**config.mk**
```make
export PLATFORM = sky130hd
export DESIGN_NAME = double_ended_queue
export DESIGN_NICKNAME = d
export VERILOG_FILES = /design/src/rtl/dq_pkg.sv /design/src/rtl/double_ended_queue.sv
export SDC_FILE = /design/constraint.sdc
export NUM_CORES = 1
export LEC_CHECK = 0
export BUFFER_PORTS_ARGS = -buffer_cell sky130_fd_sc_hd__clkbuf_2
export CAP_MARGIN = 20
export CORE_MARGIN = 2
export CORE_UTILIZATION = 25
export DETAILED_ROUTE_END_ITERATION = 16
export GPL_TIMING_DRIVEN = 0
export PLACE_DENSITY_LB_ADDON = 0.25
export SLEW_MARGIN = 10
export SYNTH_ARGS = -nofsm -noshare
export SYNTH_HDL_FRONTEND = slang
export SYNTH_SLANG_ARGS = --single-unit
export TNS_END_PERCENT = 5
```
**constraint.sdc**
```tcl
create_clock -name clk -period 5.2 [get_ports clk]
set_input_delay 0.78 -clock clk [delete_from_list [all_inputs] [get_ports clk]]
set_output_delay 0.78 -clock clk [all_outputs]
set_load 0.01 [all_outputs]
```
**src/rtl/dq_pkg.sv**
```systemverilog
// ----------------------------------------------------------------------------
// dq_pkg: shared definitions for the double-ended queue
// Sizes, request and status codes, and circular slot arithmetic.
// ----------------------------------------------------------------------------
`default_nettype none

package dq_pkg;

  // Store geometry
  localparam int DEPTH     = 16;
  localparam int WORD_BITS = 32;
  localparam int PTR_BITS  = (DEPTH > 1) ? $clog2(DEPTH) : 1;
  localparam int CNT_BITS  = 5;

  // Request codes
  localparam logic [1:0] MODE_PUSH_FRONT = 2'd0;
  localparam logic [1:0] MODE_PUSH_BACK  = 2'd1;
  localparam logic [1:0] MODE_POP_FRONT  = 2'd2;
  localparam logic [1:0] MODE_POP_BACK   = 2'd3;

  // Status codes
  localparam logic [1:0] STATUS_OK    = 2'd0;
  localparam logic [1:0] STATUS_EMPTY = 2'd1;
  localparam logic [1:0] STATUS_FULL  = 2'd2;

  localparam logic [PTR_BITS-1:0] SLOT_LAST  = PTR_BITS'(DEPTH - 1);
  localparam logic [CNT_BITS-1:0] COUNT_FULL = CNT_BITS'(DEPTH);

  typedef logic [PTR_BITS-1:0]  slot_t;
  typedef logic [CNT_BITS-1:0]  count_t;
  typedef logic [WORD_BITS-1:0] word_t;

  // Advance a slot, wrapping past the last one
  function automatic slot_t slot_next(input slot_t s);
    slot_t r;
    if (s == SLOT_LAST) begin
      r = '0;
    end else begin
      r = s + slot_t'(1);
    end
    return r;
  endfunction

  // Step a slot back, wrapping below zero
  function automatic slot_t slot_prev(input slot_t s);
    slot_t r;
    if (s == '0) begin
      r = SLOT_LAST;
    end else begin
      r = s - slot_t'(1);
    end
    return r;
  endfunction

endpackage

`default_nettype wire

```
**src/rtl/double_ended_queue.sv**
```systemverilog
// ----------------------------------------------------------------------------
// double_ended_queue: bounded deque of signed words in a circular store
//
// One request per input transaction: in_tuser selects push front, push back,
// pop front or pop back; in_tdata carries the word to push. Each request
// yields exactly one output transaction with the popped word (zero for pushes
// and failed pops), a status code and the occupancy after the request.
// A push into a full store is dropped with the full status; a pop from an
// empty store returns zero with the empty status.
// A push or a failed pop shows its result in the cycle after the
// transaction; a successful pop passes through the registered read of the
// word store and then the output register. One request is in flight at a time,
// so no new request is taken while a pop read is pending.
// A new request is taken in the cycle the pending result is being taken.
// When the receiver stalls, the result holds in the output register and no
// new request is taken. Reset empties the queue (pointers and count to zero);
// store contents are not cleared and are never read before being written.
// ----------------------------------------------------------------------------
`default_nettype none

module double_ended_queue (
  input  wire         clk,
  input  wire         rst_n,
  // Request channel
  input  wire         in_tvalid,
  output logic        in_tready,
  input  wire  [31:0] in_tdata,   // [31:0] push_word
  input  wire  [1:0]  in_tuser,   // [1:0] mode
  // Result channel
  output logic        out_tvalid,
  input  wire         out_tready,
  output logic [39:0] out_tdata,  // [31:0] pop_word, [36:32] occupancy, [39:37] zero
  output logic [1:0]  out_tuser   // [1:0] status
);

  import dq_pkg::*;

  localparam logic ST_IDLE = 1'b0;
  localparam logic ST_READ = 1'b1;

  // Word store
  word_t mem [DEPTH];

  logic   state_r, state_nxt;
  slot_t  front_r, front_nxt;
  slot_t  back_r, back_nxt;
  count_t count_r, count_nxt;

  logic   out_valid_r, out_valid_nxt;
  word_t  pop_word_r, pop_word_nxt;
  logic [1:0] status_r, status_nxt;
  count_t occ_r, occ_nxt;

  word_t  rd_data_r;
  logic   rd_en;
  slot_t  rd_addr;
  logic   wr_en;
  slot_t  wr_addr;
  logic   in_fire;
  logic   store_empty;
  logic   is_full;

  assign in_tready   = (state_r == ST_IDLE) && (!out_valid_r || out_tready);
  assign in_fire     = in_tvalid && in_tready;
  assign store_empty = (count_r == '0);
  assign is_full     = (count_r == COUNT_FULL);

  // Decode the request, update pointers and steer store accesses
  always_comb begin
    state_nxt     = state_r;
    front_nxt     = front_r;
    back_nxt      = back_r;
    count_nxt     = count_r;
    out_valid_nxt = out_valid_r;
    pop_word_nxt  = pop_word_r;
    status_nxt    = status_r;
    occ_nxt       = occ_r;
    rd_en         = 1'b0;
    rd_addr       = front_r;
    wr_en         = 1'b0;
    wr_addr       = back_r;

    // Drop the result once taken
    if (out_valid_r && out_tready) begin
      out_valid_nxt = 1'b0;
    end

    unique case (state_r)
      ST_IDLE: begin
        if (in_fire) begin
          pop_word_nxt  = '0;
          status_nxt    = STATUS_OK;
          out_valid_nxt = 1'b1;
          unique case (in_tuser)
            MODE_PUSH_FRONT: begin
              if (is_full) begin
                status_nxt = STATUS_FULL;
              end else begin
                front_nxt = slot_prev(front_r);
                wr_en     = 1'b1;
                wr_addr   = slot_prev(front_r);
                count_nxt = count_r + count_t'(1);
              end
            end
            MODE_PUSH_BACK: begin
              if (is_full) begin
                status_nxt = STATUS_FULL;
              end else begin
                back_nxt  = slot_next(back_r);
                wr_en     = 1'b1;
                wr_addr   = back_r;
                count_nxt = count_r + count_t'(1);
              end
            end
            MODE_POP_FRONT: begin
              if (store_empty) begin
                status_nxt = STATUS_EMPTY;
              end else begin
                front_nxt     = slot_next(front_r);
                rd_en         = 1'b1;
                rd_addr       = front_r;
                count_nxt     = count_r - count_t'(1);
                out_valid_nxt = 1'b0;
                state_nxt     = ST_READ;
              end
            end
            MODE_POP_BACK: begin
              if (store_empty) begin
                status_nxt = STATUS_EMPTY;
              end else begin
                back_nxt      = slot_prev(back_r);
                rd_en         = 1'b1;
                rd_addr       = slot_prev(back_r);
                count_nxt     = count_r - count_t'(1);
                out_valid_nxt = 1'b0;
                state_nxt     = ST_READ;
              end
            end
            default: begin
              status_nxt = STATUS_OK;
            end
          endcase
          occ_nxt = count_nxt;
        end
      end
      ST_READ: begin
        // Present the word read from the store
        pop_word_nxt  = rd_data_r;
        out_valid_nxt = 1'b1;
        state_nxt     = ST_IDLE;
      end
      default: begin
        state_nxt = ST_IDLE;
      end
    endcase
  end

  // Store write and registered read
  always_ff @(posedge clk) begin
    if (wr_en) begin
      mem[wr_addr] <= in_tdata[WORD_BITS-1:0];
    end
    if (rd_en) begin
      rd_data_r <= mem[rd_addr];
    end
  end

  // Control state
  always_ff @(posedge clk) begin
    if (!rst_n) begin
      state_r     <= ST_IDLE;
      front_r     <= '0;
      back_r      <= '0;
      count_r     <= '0;
      out_valid_r <= 1'b0;
    end else begin
      state_r     <= state_nxt;
      front_r     <= front_nxt;
      back_r      <= back_nxt;
      count_r     <= count_nxt;
      out_valid_r <= out_valid_nxt;
    end
  end

  // Result payload
  always_ff @(posedge clk) begin
    pop_word_r <= pop_word_nxt;
    status_r   <= status_nxt;
    occ_r      <= occ_nxt;
  end

  assign out_tvalid = out_valid_r;
  assign out_tdata  = {3'b000, occ_r, pop_word_r};
  assign out_tuser  = status_r;

endmodule

`default_nettype wire

```
Word-level counts from Yosys, hierarchy flattened
Memory sizes are Yosys's and may differ from the RTL's. A register that Yosys moved wholly into a read port is not among the register bits.
Index checks and enable logic that the tools add are counted.
{ "totals": {"reg_bits": 54, "mem_bits_rw": 512, "input_bits": 38, "out_inout_bits": 44, "word_cells": 86, "n_memories": 1} }
{ "mem_list": {"columns": ["memory", "words", "word_bits", "read_ports", "rd_clocked_by_memory_dff", "wr", "line", "source"], "rows": [
  ["mem", 16, 32, 1, 1, 1, "double_ended_queue.sv:42", "word_t mem [DEPTH];"]
]} }
{ "classes": {"n_addsub": 6, "eq_ne": 12, "mux": 42, "bitwise": 1, "reduce_logical": 16} }
{ "op_table": {"columns": ["cell", "n"], "rows": [
  ["4-bit 2-to-1 mux", 16],
  ["32-bit one-hot mux with 2 select lines", 1],
  ["32-bit 2-to-1 mux", 1],
  ["4-bit one-hot mux with 2 select lines", 2],
  ["1-bit 2-to-1 mux", 15],
  ["5-bit 2-to-1 mux", 2],
  ["2-bit inequality test (second input constant)", 5],
  ["5-bit one-hot mux with 2 select lines", 1],
  ["5-bit AND reduction", 2],
  ["4-bit by 1-bit adder with 4-bit output (second input constant)", 2],
  ["4-bit == test (second input constant)", 2],
  ["4-bit logical NOT", 2],
  ["4-bit by 1-bit subtractor with 4-bit output (second input constant)", 2],
  ["5-bit by 1-bit adder with 5-bit output (second input constant)", 1],
  ["5-bit == test (second input constant)", 1],
  ["5-bit logical NOT", 1],
  ["5-bit by 1-bit subtractor with 5-bit output (second input constant)", 1],
  ["2-bit == test (second input constant)", 2],
  ["1-bit one-hot mux with 2 select lines", 2],
  ["2-bit one-hot mux with 2 select lines", 1],
  ["2-bit nonzero test", 2],
  ["2-bit OR reduction", 2],
  ["1-bit logical AND", 3],
  ["3-bit by 2-bit inequality test with 1-bit output (second input constant)", 1],
  ["7 further kinds", 7]
]} }

Logic depth before layout (Yosys ltp)
Gate-level depths: netlist of run 1.
{ "depth": {"word_depth": 8, "ltp_mapped": 15, "mapped_depth_nobuf": 8} }

Worst setup path before layout of run 1
OpenSTA, ideal clock, no wires.
{ "synth_path": {"path_kind": "reg-to-reg", "start": "register front_r[1]", "end": "memory mem[10][0] (netlist bit), enable pin", "setup_ns": 0.461, "t_arrival_ns": 4.707, "setup_slack_ns": 0.032, "path_stages_with_launch": 12, "synth_period_minus_slack_ns": 5.168, "path_cell_list": "dfxtp_1 -> buf_1 -> inv_1 -> clkbuf_1 -> clkbuf_1 -> ha_1 -> o21bai_1 -> a21oi_1 -> a41oi_1 -> mux2i_1 -> or3b_2 -> nor3_1"} }
{ "synth_via": {"elab_chain_cells": 6} }
{ "synth_rtl": {"columns": ["item", "line", "source"], "rows": [
  ["start: declaration", "double_ended_queue.sv:45", "slot_t front_r, front_nxt;"],
  ["start signal: assignment", "double_ended_queue.sv:178", "front_r <= front_nxt;"],
  ["4-bit by 1-bit subtractor with 4-bit output / 4-bit logical NOT (equally long branches)", "dq_pkg.sv:50, dq_pkg.sv:47", null],
  ["4-bit 2-to-1 mux *", "dq_pkg.sv:47", "if (s == '0) begin"],
  ["4-bit 2-to-1 mux *", "double_ended_queue.sv:96", "if (is_full) begin"],
  ["4-bit 2-to-1 mux *", null, null],
  ["4-bit 2-to-1 mux *", "double_ended_queue.sv:90", "if (in_fire) begin"],
  ["4-bit 2-to-1 mux *", "double_ended_queue.sv:88", "unique case (state_r)"],
  ["end: declaration", "double_ended_queue.sv:42", null]
]} }
Every way passes the cells marked *; elsewhere a longest branch is shown, timed or not.

Worst setup path in the final report of run 1
{ "layout_path": {"start": "register front_r[0]", "end": "memory mem[9][17] (netlist bit), enable pin"} }
The elaborated chain is that of the path after synthesis.

==> results of run 1 <==
final timing paths:
check,slack [ps],end
max,100,mem[9][17]$_DFFE_PP_
min,460,count_r[3]$_SDFFE_PN0P_
max reg2reg,100,mem[9][17]$_DFFE_PP_
min reg2reg,520,pop_word_r[0]$_SDFFCE_PN0P_
synth_stat cells, types with 33 or more instances:
cell,n,area share
a21boi_0,36,0.010
and3_1,33,0.0076
mux4_2,64,0.053
o211ai_1,66,0.018
clkbuf_1,119,0.016
a32oi_1,63,0.020
nor2_1,148,0.021
mux2i_1,71,0.026
o21a_1,62,0.017
and2_1,37,0.0085
a211oi_1,65,0.018
mux2_2,33,0.014
o31ai_1,34,0.0094
nand3_1,43,0.0079
edfxtp_1,583,0.65
nor3_1,52,0.0096
a21oi_1,43,0.0079
o21ai_0,74,0.014
power breakdown:
| part | switching, mW | internal, mW | leakage (nW) |
|---|---|---|---|
| clock | 2.01 | 2.74 | 1.06 |
| combinational | 1.66 | 0.764 | 3.64 |
| sequential | 0.0558 | 5.50 | 5.42 |
| total | 3.72 | 9.00 | 10.1 |
worst register-to-register path, delay by kind of cell (launching register included):
kind	cells	cell delay (ps)
AOI/OAI and AO/OA	3	570
and+or+nand+nor	2	1300
muxes	1	200
buffers and inverters	6	2080
DFF	1	310
adders and majority gates	1	340
through the flow:
stage	setup TNS (ps)	hold WS (ps)	instances	setup slack, ps
final	0	459	3576	100
after global routing	0	445	3576	10.3
after CTS	0	428	3574	5.64
after detailed placement	-106370	511	3450	-696
after global placement	-2407450	508	3366	-5600
after floorplan	0	482	1887	31.9
cells in the final DEF (no fill, tap or decap), types with 10 or more instances in the layout:
cell type | netlist | routed
dfxtp_1 | 15 | 15
o211ai_1 | 66 | 66
nand2_1 | 23 | 23
clkbuf_2 | 0 | 91
nor3_2 | 0 | 12
nand3_1 | 43 | 43
clkinv_2 | 0 | 12
edfxtp_1 | 583 | 583
o311ai_1 | 30 | 29
o21ai_0 | 74 | 74
o2bb2ai_1 | 32 | 32
o31ai_1 | 34 | 34
a211oi_1 | 65 | 65
clkbuf_1 | 119 | 113
clkbuf_16 | 0 | 71
mux4_2 | 64 | 64
nor2_1 | 148 | 147
a32oi_1 | 63 | 63
a21boi_0 | 36 | 36
nor3_1 | 52 | 36
buf_4 | 4 | 54
and3_1 | 33 | 33
clkinv_1 | 1 | 22
inv_1 | 12 | 12
buf_1 | 13 | 10
mux2_2 | 33 | 33
buf_2 | 26 | 30
buf_6 | 4 | 35
and2_1 | 37 | 37
mux2i_1 | 71 | 70
o22ai_1 | 32 | 32
a21oi_1 | 43 | 43
o21a_1 | 62 | 62
flip-flops by register name, summed over array words and instances, names as in the netlist:
signal,count
mem,512
out_tuser,2
count_r,5
rd_data_r,32
pop_word_r,32
front_r,4
occ_r,5
out_tvalid,1
back_r,4
state_r,1
cell type report:
type	instances	area [µm²]
timing repair buffer	161	1180
multi-input combinational	1108	8640
sequential	598	17800
clock buffer	80	1810
fill	10700	74900
inverter	14	52.6
tap	1403	1760
buffer	167	743
antenna	1	2.50
clock inverter	44	354
routing by layer:
metal / track usage / vias up
li1: - / 8116
met1: 0.226 / 9780
met2: 0.296 / 875
met3: 0.0322 / 213
met4: 0.0714 / 2
met5: 0 / -
cell families after synthesis:
family                     count (synthesis)  synth area share
and+or+nand+nor                          359            0.0644
muxes                                    169            0.0937
buffers and inverters                    181            0.0285
other                                      1          0.000138
DFF                                      598             0.657
AOI/OAI and AO/OA                        560             0.149
adders and majority gates                  7           0.00323
xor gates and xnor gates                  10           0.00323
==> flow_summary.toml, run 1 <==
[run_status]
status = "finished, final reports clean"

[yosys]
synth_cells = 1885
postSynthAreaPerCell_um2 = 14.4
synth_edf_count = 583
yosys_warnings = 0
yosysSeqAreaShare = 0.657
netlist_area_um2 = 27100
ys.flop_type = "edfxtp_1"
ys_ff_latch = 598
yosysUniqueCellTypes = 68
synthArstFlopShare = 0

[clock_network]
cts_hold_buf = 0
post_cts_buffers = 0
cts_tree = "done"
path_clk_slew_ps = 60
clock-sinks = 598
htreeDepth = 3
clock_latency_ps = 650
cts-buffers-inserted = 69
root_buffer = "clkbuf_16"
cts_buffer_depth = 3
cts-resized-gates = 9

[drt]
vias = 19000
routedWlPerCell_um = 27.9
post-route-drc-count = 0
drt_wl_total_um = 99800
ant_nets = 0
highest_layer = "met5"
drtPass1Iterations = 6
route.met3.wl_um = 6840
wl_met2_um = 48100
drt_iter0_drc = 2120
vias_per_cell = 5.31
m1WireLength_um = 40900

[worst_hold_path]
hp-start = "rst_n"
hp-class = "in2reg"
worstHoldPathCells = 2

[final_layout]
post_route_cells_drive_above_1_share = 0.201
finalCoreUtilization = 0.302
finalInstanceArea_um2 = 32300
syn2layout_area_growth_pct = 19.4
nets = 2164

[placement]
globalplace.congestion = 0.891
place_hpwl_um = 69900
place_area_um2 = 30100
port_buffers = 76

[sta]
rsz0062_at_grt = "false"
finalHoldViolations = 0
fin_skew_ps = 37.7
relSlewSlack = 0.208
worstMarginPinSlew_ps = 1190
fmax_mhz = 196
drv_slew = 0
period_minus_slack_ps = 5100
min_period_over_period = 0.981
setup_violations = 0

[setup_path]
worst-path-buf-inv = 6
cp-startpoint = "front_r[0]$_SDFFE_PN0P_"
slowest_delay_ps = 700
critPathKind = "reg2reg"
arrival_ps = 5420
cp_top_family = "buffers and inverters"
r2r-start = "front_r[0]$_SDFFE_PN0P_"
crit_chain = "clkbuf_1 -> inv_1 -> clkbuf_1 -> clkbuf_2 -> ha_1 -> o21bai_1 -> a21oi_1 -> a41oi_1 -> mux2i_1 -> or3b_2 -> nor3_2 -> buf_4 -> buf_6"
cp_slowest_cell = "nor3_2"
r2r_cells = 13
crit_required_ps = 5520
crit_path_end_kind = "register"
crit_cells = 13
cp_max_fo = 10
startpoint_type = "register"
crit_top_cell = "clkbuf_1"

[die]
initial_core_util = 0.253
core_um2 = 107000
die_h_um = 333
rows = 120
die-area_um2 = 111000
ios = 82
die_w_um = 333

[global_route]
grt.overflow.total = 0
grt_pass1_vias = 19300
grt_pass1_wl_um = 142000
grt_max_degree = 33
antenna_found_initial = 3
grtUsageTotal = 0.177

[power_and_ir_drop]
power_leakage_nw = 10.1
power_mw = 12.7
peakVddDrop_mv = 0.222
p_per_area_nw_per_um2 = 394

[job]
cap_violations = 0
Note: power is estimated with default switching activity, not from simulation.
==> run 2, diff against run 1 <==
--- a/config.mk
+++ b/config.mk
@@ -8,7 +8,7 @@
 export BUFFER_PORTS_ARGS = -buffer_cell sky130_fd_sc_hd__clkbuf_2
 export CAP_MARGIN = 20
 export CORE_MARGIN = 2
-export CORE_UTILIZATION = 25
+export CORE_UTILIZATION = 30
 export DETAILED_ROUTE_END_ITERATION = 16
 export GPL_TIMING_DRIVEN = 0
 export PLACE_DENSITY_LB_ADDON = 0.25
==> flow_summary.toml, run 2 (synthesis gave the netlist of run 1 again) <==
[final_layout]
nets = 2162
top_register = "mem"
top_regs = "mem: 512 flops, pop_word_r: 32 flops, rd_data_r: 32 flops"
syn2layout_area_growth_pct = 18.1
finalCoreUtilization = 0.357
diodes = 0
largest_reg_flops = 512
post_route_cells_drive_above_1_share = 0.197
final_cell_mix = "583 x edfxtp_1, 147 x nor2_1, 126 x clkbuf_1, 86 x clkbuf_2, 74 x o21ai_0"
layout_commonest_cell = "edfxtp_1"
finalInstanceArea_um2 = 32000

[sta]
fmax_mhz = 195
setup_ws_ps = 81.0
period_minus_slack_ps = 5120
finalHoldViolations = 0
relSlewSlack = 0.201
setup_violations = 0
drv_slew = 0
min_period_over_period = 0.984
rsz0062_at_grt = "true"
fin_skew_ps = 34.9
worstMarginPinSlew_ps = 1200

[setup_path]
arrival_ps = 5440
crit_required_ps = 5520
crit_path_end_kind = "register"
cp_max_fo = 10
r2r_cells = 11
cp-startpoint = "back_r[0]$_SDFFE_PN0P_"
startpoint_type = "register"
r2r-start = "back_r[0]$_SDFFE_PN0P_"
critPathKind = "reg2reg"

[die]
die_h_um = 304
ios = 82
rows = 110
die_w_um = 304
initial_core_util = 0.302
die-area_um2 = 92700
core_um2 = 89700

[global_route]
grt.overflow.total = 0
antenna_found_initial = 2
grtUsageTotal = 0.205
grt_max_degree = 33
grt_pass1_wl_um = 138000
grt_pass1_vias = 19200

[clock_network]
htreeDepth = 3
cts-buffers-inserted = 68
cts_buffer_depth = 3
root_buffer = "clkbuf_16"
post_cts_buffers = 0
cts_tree = "done"
clock_latency_ps = 630
path_clk_slew_ps = 60
clock-sinks = 598

[drt]
routedWlPerCell_um = 28.9
ant_nets = 0
m1WireLength_um = 39200
wl_met2_um = 46100
drt_iter0_drc = 2198
drt_wl_total_um = 96700
highest_layer = "met4"
drtPass1Iterations = 7
post-route-drc-count = 0
vias = 19100
vias_per_cell = 5.71
route.met3.wl_um = 7400

[job]
cap_violations = 0

[worst_hold_path]
hp-class = "in2reg"
worstHoldPathCells = 2
hp-start = "rst_n"

[power_and_ir_drop]
power_mw = 12.6
power_leakage_nw = 10.1
peakVddDrop_mv = 0.278
p_per_area_nw_per_um2 = 393

[placement]
place_hpwl_um = 67500
port_buffers = 76
pre_cts_slack_ps = -612
place_area_um2 = 29900
globalplace.congestion = 0.902

[run_status]
status = "finished, final reports clean"
[run 2: cell types whose count changed in the layout (fill, tap and decap cells not counted), moves of 2 or more]
cell,delta
mux2i_2,+2
clkbuf_1,+13
clkinv_2,-2
clkinv_1,-4
bufinv_16,-2
mux2i_1,-2
buf_4,+5
buf_8,+5
buf_2,-2
clkbuf_2,-5
buf_6,-10
[run 2: layout make-up]
type                       count  area (µm²)
timing repair buffer         160        1170
sequential                   598       17800
fill                        8555       57700
multi-input combinational   1108        8660
buffer                       167         736
clock inverter                35         262
clock buffer                  86        1830
inverter                      14        52.6
tap                         1176        1470
[run 2: power breakdown]
group	switching [mW]	leakage (nW)	internal (mW)
combinational	1.64	3.62	0.765
sequential	0.0547	5.42	5.50
clock	1.99	1.02	2.65
[run 2: metrics by stage]
step / TNS, ps / std cells / hold WS (ps)
floorplan: 0 / 1887 / 482
CTS: -10.8 / 3344 / 408
global route: -1.44 / 3344 / 446
global placement: -2262950 / 3139 / 514
finish: 0 / 3344 / 437
detailed placement: -67270 / 3223 / 515
[run 2: worst max-delay path: stages, from the launching register on]
cell      delay [ps]
dfxtp_1          490
clkbuf_1         580
clkbuf_2         400
inv_1            110
ha_1             430
inv_2            120
clkbuf_1         520
nor2_1           680
clkbuf_1         720
a32oi_1          170
a32oi_1          340
o311ai_1         210
[run 2: worst paths after layout]
kind,to,slack [ps]
worst min-delay path,count_r[3]$_SDFFE_PN0P_,440
worst max register to register,rd_data_r[12]$_DFFE_PP_,80
worst max-delay path,rd_data_r[12]$_DFFE_PP_,80
worst min register to register,pop_word_r[26]$_SDFFCE_PN0P_,520
[run 2: repair_timing]
action	in CTS	in global routing
pin swaps	0	0
endpoints found under the setup margin	290	113
endpoints found under the hold margin	0	0
resized for setup	9	4
hold buffers	0	0
[run 2: metal layers]
layer | vias up | global-route usage
li1 | 8100 | -
met1 | 9822 | 0.269
met2 | 964 | 0.339
met3 | 195 | 0.0316
met4 | 0 | 0.0870
met5 | - | 0
